<file path="src/hw/rtl/dpeq_pkg.sv">
package dpeq_pkg;

  // Configuration register map.
  localparam int NUM_REGS    = 7;
  localparam int CFG_INDEX_W = 3;
  localparam int COS_W       = 18;
  localparam int GAIN_W      = 21;
  localparam int CFG_DATA_W  = 21;

  localparam logic [CFG_INDEX_W-1:0] REG_COS_A   = 3'd0;
  localparam logic [CFG_INDEX_W-1:0] REG_WIDTH_A = 3'd1;
  localparam logic [CFG_INDEX_W-1:0] REG_GAIN_A  = 3'd2;
  localparam logic [CFG_INDEX_W-1:0] REG_COS_B   = 3'd3;
  localparam logic [CFG_INDEX_W-1:0] REG_WIDTH_B = 3'd4;
  localparam logic [CFG_INDEX_W-1:0] REG_GAIN_B  = 3'd5;
  localparam logic [CFG_INDEX_W-1:0] REG_OUT_GAIN = 3'd6;

  // Multiplier signal operand.
  localparam logic [2:0] MSRC_X  = 3'd0;
  localparam logic [2:0] MSRC_Y  = 3'd1;
  localparam logic [2:0] MSRC_D  = 3'd2;
  localparam logic [2:0] MSRC_Z1 = 3'd3;
  localparam logic [2:0] MSRC_Z2 = 3'd4;

  // Multiplier coefficient operand.
  localparam logic [1:0] COEF_COS   = 2'd0;
  localparam logic [1:0] COEF_WIDTH = 2'd1;
  localparam logic [1:0] COEF_GAIN  = 2'd2;
  localparam logic [1:0] COEF_OUT   = 2'd3;

  // Adder first operand.
  localparam logic [2:0] OPA_ZERO = 3'd0;
  localparam logic [2:0] OPA_X    = 3'd1;
  localparam logic [2:0] OPA_Y    = 3'd2;
  localparam logic [2:0] OPA_Z1   = 3'd3;
  localparam logic [2:0] OPA_Z2   = 3'd4;

  // Adder destination.
  localparam logic [2:0] DST_NONE = 3'd0;
  localparam logic [2:0] DST_X    = 3'd1;
  localparam logic [2:0] DST_Y    = 3'd2;
  localparam logic [2:0] DST_D    = 3'd3;
  localparam logic [2:0] DST_Z    = 3'd4;
  localparam logic [2:0] DST_OUT  = 3'd5;

  // Sequencing after a step.
  localparam logic [1:0] JMP_NEXT = 2'd0;
  localparam logic [1:0] JMP_LOOP = 2'd1;
  localparam logic [1:0] JMP_DONE = 2'd2;

  localparam int PC_W = 3;
  localparam logic [PC_W-1:0] PC_LAST = 3'd5;

  typedef struct packed {
    logic [2:0] msrc;
    logic [1:0] coef;
    logic [2:0] opa;
    logic       neg_p;
    logic       sub_x;
    logic [2:0] dest;
    logic [1:0] jmp;
  } ctrl_t;

  // Microprogram. Words 0 to 4 run one lattice section and loop once for the
  // second section; word 5 applies the output gain.
  function automatic ctrl_t program_word(input logic [PC_W-1:0] pc);
    ctrl_t w;
    begin
      unique case (pc)
        3'd0: w = '{MSRC_Z2, COEF_WIDTH, OPA_X,    1'b1, 1'b0, DST_Y,   JMP_NEXT};
        3'd1: w = '{MSRC_Y,  COEF_WIDTH, OPA_Z2,   1'b0, 1'b1, DST_D,   JMP_NEXT};
        3'd2: w = '{MSRC_D,  COEF_GAIN,  OPA_X,    1'b1, 1'b0, DST_X,   JMP_NEXT};
        3'd3: w = '{MSRC_Z1, COEF_COS,   OPA_Y,    1'b1, 1'b0, DST_Y,   JMP_NEXT};
        3'd4: w = '{MSRC_Y,  COEF_COS,   OPA_Z1,   1'b0, 1'b0, DST_Z,   JMP_LOOP};
        3'd5: w = '{MSRC_X,  COEF_OUT,   OPA_ZERO, 1'b0, 1'b0, DST_OUT, JMP_DONE};
        default: w = '{MSRC_X, COEF_OUT, OPA_ZERO, 1'b0, 1'b0, DST_NONE, JMP_DONE};
      endcase
      return w;
    end
  endfunction

endpackage

</file>
<file path="src/hw/rtl/dpeq_in_if.sv">
interface dpeq_in_if #(
  parameter int SAMPLE_BITS = 24
);
  logic                          valid;
  logic                          ready;
  logic signed [SAMPLE_BITS-1:0] sample_in;
  logic                          last_in;

  modport source (output valid, output sample_in, output last_in, input ready);
  modport sink (input valid, input sample_in, input last_in, output ready);
endinterface

</file>
<file path="src/hw/rtl/dpeq_out_if.sv">
interface dpeq_out_if #(
  parameter int SAMPLE_BITS = 24
);
  logic                          valid;
  logic                          ready;
  logic signed [SAMPLE_BITS-1:0] sample_out;
  logic                          last_out;
  logic                          clipped;

  modport source (output valid, output sample_out, output last_out, output clipped,
                  input ready);
  modport sink (input valid, input sample_out, input last_out, input clipped,
                output ready);
endinterface

</file>
<file path="src/hw/rtl/dpeq_mul.sv">
module dpeq_mul #(
  parameter int A_BITS = 28,
  parameter int B_BITS = 21,
  parameter int FRAC_BITS = 16
) (
  input  logic                                 clk,
  input  logic                                 en,
  input  logic signed [A_BITS-1:0]             a,
  input  logic signed [B_BITS-1:0]             b,
  output logic signed [A_BITS+B_BITS-FRAC_BITS-1:0] p
);
  localparam int PROD_W = A_BITS + B_BITS;
  localparam logic signed [PROD_W-1:0] HALF = PROD_W'(1) <<< (FRAC_BITS - 1);

  logic signed [PROD_W-1:0] prod;
  logic signed [PROD_W-1:0] rounded;

  // Round half up, then floor shift: a part-select of the two's complement sum.
  assign prod    = PROD_W'(a) * PROD_W'(b);
  assign rounded = prod + HALF;

  always_ff @(posedge clk) begin
    if (en) begin
      p <= rounded[PROD_W-1:FRAC_BITS];
    end
  end
endmodule

</file>
<file path="src/hw/rtl/dual_parametric_eq_cascade.sv">
// Two cascaded peaking equalizer sections (allpass lattice form) followed by
// an output gain. One signed sample enters per input beat and one equalized,
// saturated sample leaves per output beat, with the block mark copied and a
// clipped flag that is set when the sample or any internal value saturated.
// Coefficients are written through the configuration port; the user is to
// write them only while the block is idle, as the block does not enforce it.
// The cosine and bandwidth terms are Q1.COEF_FRAC_BITS, the gain terms carry
// extra integer bits. All eleven products of a sample go through one shared
// multiplier under control of a six-word microprogram; each word has a
// multiply phase and then an add and branch phase. The next sample is taken
// once the last word of the previous one has written the output register.
// The finished sample sits in an output register, so a new sample is accepted
// while the previous result still waits to be taken; that sample then holds
// at its last step until the output register is free.
module dual_parametric_eq_cascade #(
  parameter int SAMPLE_BITS = 24,
  parameter int STATE_BITS = 28,
  parameter int COEF_FRAC_BITS = 16
) (
  input  logic                                 clk,
  input  logic                                 rst,
  dpeq_in_if.sink                              in_ch,
  dpeq_out_if.source                           out_ch,
  input  logic                                 cfg_write,
  input  logic [dpeq_pkg::CFG_INDEX_W-1:0]     cfg_index,
  input  logic [dpeq_pkg::CFG_DATA_W-1:0]      cfg_data
);

  // Coefficients are held at one common width so that the multiplier sees a
  // single operand format; it also has room for the unity output gain.
  localparam int COEF_BITS = (dpeq_pkg::GAIN_W > COEF_FRAC_BITS + 2) ?
                             dpeq_pkg::GAIN_W : COEF_FRAC_BITS + 2;
  localparam int PROD_BITS = STATE_BITS + COEF_BITS - COEF_FRAC_BITS;
  // The adder works wide enough for three terms and for the output range.
  localparam int SUM_BITS  = ((PROD_BITS > SAMPLE_BITS) ? PROD_BITS : SAMPLE_BITS) + 2;

  localparam logic signed [SUM_BITS-1:0] ST_MAX = (SUM_BITS'(1) <<< (STATE_BITS - 1)) - 1;
  localparam logic signed [SUM_BITS-1:0] ST_MIN = -ST_MAX - 1;
  localparam logic signed [SUM_BITS-1:0] SMP_MAX = (SUM_BITS'(1) <<< (SAMPLE_BITS - 1)) - 1;
  localparam logic signed [SUM_BITS-1:0] SMP_MIN = -SMP_MAX - 1;

  // Saturation to the state width; the top bit reports a clip.
  function automatic logic [STATE_BITS:0] sat_state(input logic signed [SUM_BITS-1:0] v);
    logic signed [STATE_BITS-1:0] r;
    logic c;
    begin
      c = 1'b1;
      if (v > ST_MAX) begin
        r = ST_MAX[STATE_BITS-1:0];
      end else if (v < ST_MIN) begin
        r = ST_MIN[STATE_BITS-1:0];
      end else begin
        r = v[STATE_BITS-1:0];
        c = 1'b0;
      end
      return {c, r};
    end
  endfunction

  // Configuration registers.
  logic signed [COEF_BITS-1:0] cos_a, width_a, gain_a;
  logic signed [COEF_BITS-1:0] cos_b, width_b, gain_b;
  logic signed [COEF_BITS-1:0] out_gain;

  // Lattice state, one entry per section.
  logic signed [STATE_BITS-1:0] lattice_first [2];
  logic signed [STATE_BITS-1:0] lattice_second [2];

  // Working registers of the datapath.
  logic signed [STATE_BITS-1:0] x_reg, y_reg, d_reg;
  logic                         last_reg;
  logic                         clip_reg;

  // Sequencer.
  logic                         busy;
  logic                         phase;   // 0: multiply, 1: add and branch
  logic                         sect;    // 0: first section, 1: second
  logic [dpeq_pkg::PC_W-1:0]    pc;
  dpeq_pkg::ctrl_t              ctrl;

  // Output register.
  logic                          out_valid;
  logic signed [SAMPLE_BITS-1:0] out_sample;
  logic                          out_last;
  logic                          out_clip;

  logic                          in_accept;
  logic                          out_blocked;
  logic                          step;
  logic                          mul_en;
  logic signed [STATE_BITS-1:0]  z1, z2;
  logic signed [STATE_BITS-1:0]  mul_a;
  logic signed [COEF_BITS-1:0]   mul_b;
  logic signed [PROD_BITS-1:0]   prod;
  logic signed [SUM_BITS-1:0]    p_ext, opa_ext, x_ext, sum;
  logic signed [SUM_BITS-1:0]    sample_ext;
  logic [STATE_BITS:0]           sum_st;
  logic [STATE_BITS:0]           sample_st;
  logic signed [SAMPLE_BITS-1:0] sum_out;
  logic                          sum_out_clip;

  assign ctrl        = dpeq_pkg::program_word(pc);
  assign in_ch.ready = !busy;
  assign in_accept   = in_ch.valid && in_ch.ready;

  // The last step writes the output register; it waits while that register
  // still holds a beat that has not been taken.
  assign out_blocked = (ctrl.jmp == dpeq_pkg::JMP_DONE) && out_valid && !out_ch.ready;
  assign mul_en      = busy && !phase;
  assign step        = busy && phase && !out_blocked;

  assign z1 = lattice_first[sect];
  assign z2 = lattice_second[sect];

  always_comb begin
    unique case (ctrl.msrc)
      dpeq_pkg::MSRC_Y:  mul_a = y_reg;
      dpeq_pkg::MSRC_D:  mul_a = d_reg;
      dpeq_pkg::MSRC_Z1: mul_a = z1;
      dpeq_pkg::MSRC_Z2: mul_a = z2;
      default:           mul_a = x_reg;
    endcase
  end

  always_comb begin
    unique case (ctrl.coef)
      dpeq_pkg::COEF_COS:   mul_b = sect ? cos_b : cos_a;
      dpeq_pkg::COEF_WIDTH: mul_b = sect ? width_b : width_a;
      dpeq_pkg::COEF_GAIN:  mul_b = sect ? gain_b : gain_a;
      default:              mul_b = out_gain;
    endcase
  end

  dpeq_mul #(
    .A_BITS(STATE_BITS),
    .B_BITS(COEF_BITS),
    .FRAC_BITS(COEF_FRAC_BITS)
  ) u_mul (
    .clk(clk),
    .en(mul_en),
    .a(mul_a),
    .b(mul_b),
    .p(prod)
  );

  always_comb begin
    unique case (ctrl.opa)
      dpeq_pkg::OPA_X:  opa_ext = SUM_BITS'(x_reg);
      dpeq_pkg::OPA_Y:  opa_ext = SUM_BITS'(y_reg);
      dpeq_pkg::OPA_Z1: opa_ext = SUM_BITS'(z1);
      dpeq_pkg::OPA_Z2: opa_ext = SUM_BITS'(z2);
      default:          opa_ext = '0;
    endcase
  end

  assign p_ext  = SUM_BITS'(prod);
  assign x_ext  = ctrl.sub_x ? SUM_BITS'(x_reg) : '0;
  assign sum    = opa_ext + (ctrl.neg_p ? -p_ext : p_ext) - x_ext;
  assign sum_st = sat_state(sum);

  // Output saturation to the sample width.
  always_comb begin
    sum_out_clip = 1'b1;
    if (sum > SMP_MAX) begin
      sum_out = SMP_MAX[SAMPLE_BITS-1:0];
    end else if (sum < SMP_MIN) begin
      sum_out = SMP_MIN[SAMPLE_BITS-1:0];
    end else begin
      sum_out = sum[SAMPLE_BITS-1:0];
      sum_out_clip = 1'b0;
    end
  end

  // The incoming sample is first held to the state width.
  assign sample_ext = SUM_BITS'(in_ch.sample_in);
  assign sample_st  = sat_state(sample_ext);

  always_ff @(posedge clk) begin
    if (rst) begin
      cos_a      <= '0;
      width_a    <= '0;
      gain_a     <= '0;
      cos_b      <= '0;
      width_b    <= '0;
      gain_b     <= '0;
      out_gain   <= COEF_BITS'(1) <<< COEF_FRAC_BITS;
      lattice_first[0]  <= '0;
      lattice_first[1]  <= '0;
      lattice_second[0] <= '0;
      lattice_second[1] <= '0;
      busy       <= 1'b0;
      phase      <= 1'b0;
      sect       <= 1'b0;
      pc         <= '0;
      out_valid  <= 1'b0;
      clip_reg   <= 1'b0;
    end else begin
      if (cfg_write) begin
        unique case (cfg_index)
          dpeq_pkg::REG_COS_A:    cos_a   <= COEF_BITS'($signed(cfg_data[dpeq_pkg::COS_W-1:0]));
          dpeq_pkg::REG_WIDTH_A:  width_a <= COEF_BITS'($signed(cfg_data[dpeq_pkg::COS_W-1:0]));
          dpeq_pkg::REG_GAIN_A:   gain_a  <= COEF_BITS'($signed(cfg_data[dpeq_pkg::GAIN_W-1:0]));
          dpeq_pkg::REG_COS_B:    cos_b   <= COEF_BITS'($signed(cfg_data[dpeq_pkg::COS_W-1:0]));
          dpeq_pkg::REG_WIDTH_B:  width_b <= COEF_BITS'($signed(cfg_data[dpeq_pkg::COS_W-1:0]));
          dpeq_pkg::REG_GAIN_B:   gain_b  <= COEF_BITS'($signed(cfg_data[dpeq_pkg::GAIN_W-1:0]));
          dpeq_pkg::REG_OUT_GAIN: out_gain <= COEF_BITS'($signed(cfg_data[dpeq_pkg::GAIN_W-1:0]));
          default: ;
        endcase
      end

      if (out_valid && out_ch.ready) begin
        out_valid <= 1'b0;
      end

      if (in_accept) begin
        x_reg    <= sample_st[STATE_BITS-1:0];
        clip_reg <= sample_st[STATE_BITS];
        last_reg <= in_ch.last_in;
        busy     <= 1'b1;
        phase    <= 1'b0;
        sect     <= 1'b0;
        pc       <= '0;
      end else if (mul_en) begin
        phase <= 1'b1;
      end else if (step) begin
        phase <= 1'b0;

        if (ctrl.dest != dpeq_pkg::DST_NONE && ctrl.dest != dpeq_pkg::DST_OUT) begin
          clip_reg <= clip_reg | sum_st[STATE_BITS];
        end

        unique case (ctrl.dest)
          dpeq_pkg::DST_X: x_reg <= sum_st[STATE_BITS-1:0];
          dpeq_pkg::DST_Y: y_reg <= sum_st[STATE_BITS-1:0];
          dpeq_pkg::DST_D: d_reg <= sum_st[STATE_BITS-1:0];
          dpeq_pkg::DST_Z: begin
            lattice_second[sect] <= sum_st[STATE_BITS-1:0];
            lattice_first[sect]  <= y_reg;
          end
          dpeq_pkg::DST_OUT: begin
            out_sample <= sum_out;
            out_last   <= last_reg;
            out_clip   <= clip_reg | sum_out_clip;
          end
          default: ;
        endcase

        unique case (ctrl.jmp)
          dpeq_pkg::JMP_LOOP: begin
            if (!sect) begin
              sect <= 1'b1;
              pc   <= '0;
            end else begin
              pc <= pc + 1'b1;
            end
          end
          dpeq_pkg::JMP_DONE: begin
            busy      <= 1'b0;
            out_valid <= 1'b1;
          end
          default: pc <= pc + 1'b1;
        endcase
      end
    end
  end

  assign out_ch.valid      = out_valid;
  assign out_ch.sample_out = out_sample;
  assign out_ch.last_out   = out_last;
  assign out_ch.clipped    = out_clip;

  // Every sample starts at the top of the program in the first section.
  a_start: assert property (@(posedge clk) disable iff (rst)
    in_accept |=> (pc == '0) && !phase && !sect && busy)
    else $error("sample did not start at the top of the program");

  // The section index only advances on the loop word.
  a_sect: assert property (@(posedge clk) disable iff (rst)
    $rose(sect) |-> $past(ctrl.jmp == dpeq_pkg::JMP_LOOP) && $past(step))
    else $error("section switched outside the loop word");

  // The program counter never leaves the program.
  a_pc: assert property (@(posedge clk) disable iff (rst)
    busy |-> pc <= dpeq_pkg::PC_LAST)
    else $error("program counter out of range");

  // A result appears only after both sections have run.
  a_done: assert property (@(posedge clk) disable iff (rst)
    $rose(out_valid) |-> $past(busy) && $past(sect) && !busy)
    else $error("output beat without a finished program");

endmodule

</file>
<file path="src/flat_wrapper.sv">
// flat-port wrapper written by rule: the top's interface ports become plain ports
module dual_parametric_eq_cascade_flat 
#(
  parameter int SAMPLE_BITS = 24,
  parameter int STATE_BITS = 28,
  parameter int COEF_FRAC_BITS = 16
)
  (clk, rst, cfg_write, cfg_index, cfg_data, in_ch_valid, in_ch_sample_in, in_ch_last_in, in_ch_ready, out_ch_valid, out_ch_sample_out, out_ch_last_out, out_ch_clipped, out_ch_ready);
  dpeq_in_if #(.SAMPLE_BITS(SAMPLE_BITS)) in_ch_i ();
  dpeq_out_if #(.SAMPLE_BITS(SAMPLE_BITS)) out_ch_i ();
  input  logic clk;
  input  logic rst;
  input  logic cfg_write;
  input  logic [dpeq_pkg::CFG_INDEX_W-1:0] cfg_index;
  input  logic [dpeq_pkg::CFG_DATA_W-1:0] cfg_data;
  input wire logic [$bits(in_ch_i.valid)-1:0] in_ch_valid;
  input wire logic [$bits(in_ch_i.sample_in)-1:0] in_ch_sample_in;
  input wire logic [$bits(in_ch_i.last_in)-1:0] in_ch_last_in;
  output wire logic [$bits(in_ch_i.ready)-1:0] in_ch_ready;
  output wire logic [$bits(out_ch_i.valid)-1:0] out_ch_valid;
  output wire logic [$bits(out_ch_i.sample_out)-1:0] out_ch_sample_out;
  output wire logic [$bits(out_ch_i.last_out)-1:0] out_ch_last_out;
  output wire logic [$bits(out_ch_i.clipped)-1:0] out_ch_clipped;
  input wire logic [$bits(out_ch_i.ready)-1:0] out_ch_ready;
  assign in_ch_i.valid = in_ch_valid;
  assign in_ch_i.sample_in = in_ch_sample_in;
  assign in_ch_i.last_in = in_ch_last_in;
  assign in_ch_ready = in_ch_i.ready;
  assign out_ch_valid = out_ch_i.valid;
  assign out_ch_sample_out = out_ch_i.sample_out;
  assign out_ch_last_out = out_ch_i.last_out;
  assign out_ch_clipped = out_ch_i.clipped;
  assign out_ch_i.ready = out_ch_ready;
  dual_parametric_eq_cascade #(.SAMPLE_BITS(SAMPLE_BITS), .STATE_BITS(STATE_BITS), .COEF_FRAC_BITS(COEF_FRAC_BITS)) u_core (.clk(clk), .rst(rst), .in_ch(in_ch_i), .out_ch(out_ch_i), .cfg_write(cfg_write), .cfg_index(cfg_index), .cfg_data(cfg_data));
endmodule
</file>
<file path="config.mk">
export PLATFORM = sky130hd
export DESIGN_NAME = dual_parametric_eq_cascade_flat
export DESIGN_NICKNAME = d
export VERILOG_FILES = /design/src/hw/rtl/dpeq_pkg.sv /design/src/hw/rtl/dpeq_in_if.sv /design/src/hw/rtl/dpeq_out_if.sv /design/src/hw/rtl/dpeq_mul.sv /design/src/hw/rtl/dual_parametric_eq_cascade.sv /design/src/flat_wrapper.sv
export SDC_FILE = /design/constraint.sdc
export NUM_CORES = 2
export LEC_CHECK = 0
export BUFFER_PORTS_ARGS = -buffer_cell sky130_fd_sc_hd__clkbuf_2
export CAP_MARGIN = 20
export CORE_ASPECT_RATIO = 2
export CORE_MARGIN = 8
export CORE_UTILIZATION = 65
export CTS_CLUSTER_DIAMETER = 100
export DETAILED_ROUTE_END_ITERATION = 12
export GPL_ROUTABILITY_DRIVEN = 0
export PLACE_DENSITY = 0.81
export SLEW_MARGIN = 20
export SYNTH_ARGS = -nofsm -noshare
export SYNTH_HDL_FRONTEND = slang
export SYNTH_SLANG_ARGS = --single-unit
</file>
<file path="constraint.sdc">
create_clock -name clk -period 21.8 [get_ports clk]
set_clock_uncertainty 0.05 [all_clocks]
set_input_delay 4.36 -clock clk [delete_from_list [all_inputs] [get_ports clk]]
set_output_delay 4.36 -clock clk [all_outputs]
set_load 0.01 [all_outputs]
</file>
==> summary.txt <==
DRT
----------------------------------------------------------------------------------
Number of design rule violations left after detail routing ..........            0
Vias after detailed routing .........................................        34692
Via-per-instance ratio ..............................................         6.49
Overall routed net length ........................................... 134000 microns
DRT Pass-1 Iters ....................................................            8
Detailed Route Iter0 Violations .....................................         3592
Routed wire per std cell ............................................ 25.1 microns
ANT nets after route ................................................            0

GLOBAL ROUTING
----------------------------------------------------------------------------------
Antenna violations before repair ....................................            1
Global routing usage summed across all routing layers ...............        0.371
Via count of the first global-routing pass ..........................        37638
First-pass GRT wire length .......................................... 206000 microns
Maximum number of pins on one net before global-route repair ........          100
Global routing met2 resource utilization ............................        0.642
GR met1 Demand/Resource .............................................        0.365
GRT busiest layer ...................................................         met2
Overflow after GRT ..................................................            0
Grt met3 use ........................................................       0.0913

SYNTHESIS
----------------------------------------------------------------------------------
Share of Yosys cell area claimed by the top area cell type ..........        0.300
Average cell area after synthesis ...................................   9.17 sq um
Largest cells by area after synthesis ............................... fa_1 30%, edfxtp_1 18%, nand2_1 7.0%
Post-Synthesis Cells ................................................         4553
Sequential share of the synthesized area ............................        0.253
Post-Synthesis Cell Area ............................................ 0.0417 sq mm
Number of warnings printed during yosys synthesis ...................            0
Library cell occupying the most area in the post-synthesis netlist ..         fa_1
Share of synthesized flip-flops with an asynchronous set or reset ...            0
Register bit count reported by yosys ................................          400
Ranking of synthesized cells by instance count ...................... 780 x nand2_1, 748 x inv_1, 626 x fa_1
Number of synthesized flops with an enable pin ......................          256
Main synth FF type ..................................................     edfxtp_1
Leading cell type by number of instances after synthesis ............      nand2_1
Count of cell types in the netlist ..................................           86
Mapped Nets .........................................................         5393

CTS
----------------------------------------------------------------------------------
Post-CTS Setup Bufs .................................................            0
Clock Latency Late Sink .............................................       590 ps
Clock Pin Slew Worst Setup and Hold Paths ...........................        70 ps
Number of resized instances in the post-cts repair step .............            0
Number of buffers created by CTS ....................................           38
Clock tree root buffer cell .........................................    clkbuf_16
Clock sinks .........................................................          400
Cts hold-fix bufs ...................................................            0
CTS tree ............................................................          yes
Maximum buffer depth of the clock tree ..............................            3
Max H-tree Level ....................................................            2

WORST SETUP PATH
----------------------------------------------------------------------------------
Worst setup path class ..............................................      reg2reg
Cell mode on critical path ..........................................         fa_1
Delay of the slowest critical-path stage ............................       930 ps
Element type at the critical path start .............................     register
Critical path's slowest cell ........................................      o22ai_2
Worst path arrival time .............................................     11680 ps
Critical-path maximum fanout ........................................           50
Endpoint required time on the critical path .........................     22080 ps
Category of the worst setup path capture point ......................     register

FLOORPLAN
----------------------------------------------------------------------------------
Rows ................................................................          131
Vertical die dimension ..............................................  374 microns
Core outline area ................................................... 0.0636 sq mm
Effective utilization at floorplan ..................................        0.656
X dimension of the die ..............................................  195 microns
Boundary Pins .......................................................           82
Total die area ...................................................... 0.0731 sq mm

HOLD PATH
----------------------------------------------------------------------------------
Hold WC Path Type ...................................................      reg2reg

CELLS AND AREA
----------------------------------------------------------------------------------
Post-synthesis to final-layout area growth ..........................        6.23%
Number of nets in the final layout ..................................         5365
Share of final-layout standard cells stronger than drive strength 1 .       0.0809
Post-route non-filler standard cell count ...........................         5349
Biggest registers after layout ...................................... u_core.lattice_first x56, u_core.lattice_second x56, u_core.u_mul.p x33
Post-route cell area ................................................ 0.0443 sq mm

TIMING
----------------------------------------------------------------------------------
Relative max-transition margin ......................................        0.225
Actual slew at the worst max-slew pin ...............................      1150 ps
Endpoints failing hold ..............................................            0
Setup repair after global routing missed its margin .................        false
Share of the clock period used by the worst path ....................        0.523
Count of final max-slew check failures ..............................            0
Max Clock Freq ......................................................     87.7 MHz
Number of setup violations in the final report ......................            0
Total Neg Setup Slack ...............................................         0 ps
Min Clock Period, post-route ........................................     11400 ps

PLACED DESIGN
----------------------------------------------------------------------------------
Buffers on Ports ....................................................           81
HPWL Detailed ....................................................... 99000 microns
Dpl cell area ....................................................... 0.0430 sq mm
Instance count after placement with tap cells included ..............         5283

PWR
----------------------------------------------------------------------------------
Largest vdd supply drop .............................................    0.0694 mV
PwrDens ............................................................. 60.8 mW/mm^2
Leakage .............................................................      19.6 nW

RUN
----------------------------------------------------------------------------------
Max cap viols .......................................................            0

STATUS
----------------------------------------------------------------------------------
Status .............................................................. finished, final reports clean

-- path summary, 6_finish.rpt --
path                                 end  depth (start not counted)  slack (ps)            start
hold / removal    u_core.out_ch.last_out                          0         390  u_core.last_reg
hold reg to reg   u_core.out_ch.last_out                          0         390  u_core.last_reg
setup reg to reg      u_core.u_mul.p[31]                         31       10400     u_core.pc[1]
setup / recovery      u_core.u_mul.p[31]                         31       10400     u_core.pc[1]
-- logic make-up (layout without fill, tap and decap cells) --
family	after synthesis	after routing	synth area share
AOI/OAI and AO/OA	716	716	0.113
other	0	2	0
buffers and inverters	983	979	0.0894
adders and majority gates	786	786	0.348
muxes	80	80	0.0212
xor gates and xnor gates	108	108	0.0227
and+or+nand+nor	1480	1480	0.152
DFF	400	400	0.253
-- routing by layer --
layer,vias to the layer above,part of all wire
met1,16827,0.30
met5,-,0
li1,14546,-
met2,2388,0.49
met4,0,0.11
met3,931,0.11
-- report_power, final --
group	switching [mW]	internal, mW
Combinational	0.724	0.334
Sequential	0.0282	0.900
Clock	0.306	0.401
-- worst max-delay path, delay by kind of cell (launching register included) --
kind	cells	cell delay, ps
flip-flops	1	310
XOR/XNOR	1	150
buffers and inverters	7	1780
AO/OA/AOI/OAI	13	4460
AND/OR/NAND/NOR	1	240
adder cells (fa/ha/maj)	9	4070
-- cell type report --
type,instances,area [sq um]
clock buffer,48,1050
sequential,400,10600
fill,4902,19300
tap,798,998
timing repair buffer,163,1020
clock inverter,16,216
antenna,2,5.00
multi-input combinational,3170,27600
inverter,752,2820
-- metrics by stage --
stage / setup WS [ps] / hold slack (ps) / util / power [mW]
2_1_floorplan: 12720 / 350 / - / 1.65
3_3_place_gp: 11110 / 364 / 0.677 / 1.92
3_5_place_dp: 10840 / 385 / 0.677 / 1.96
4_1_cts: 10790 / 400 / 0.697 / 2.65
5_1_grt: 9900 / 417 / 0.697 / 2.80
6_report: 10400 / 392 / 0.697 / 2.69
-- cells in the final DEF, fill, tap and decap left out, drive strengths merged, types with 37 or more instances in the layout --
cell type	synthesis	routed
xnor2	74	74
nor2	387	387
a222oi	37	37
a21oi	298	298
dfxtp	144	144
clkbuf	202	128
ha	160	160
fa	626	626
nand2	780	780
o21a	41	41
edfxtp	256	256
buf	29	83
and3	46	46
mux2	67	67
inv	750	751
and2	71	71
o21ai	118	118
No activity file was read; power rests on OpenSTA's default activity.
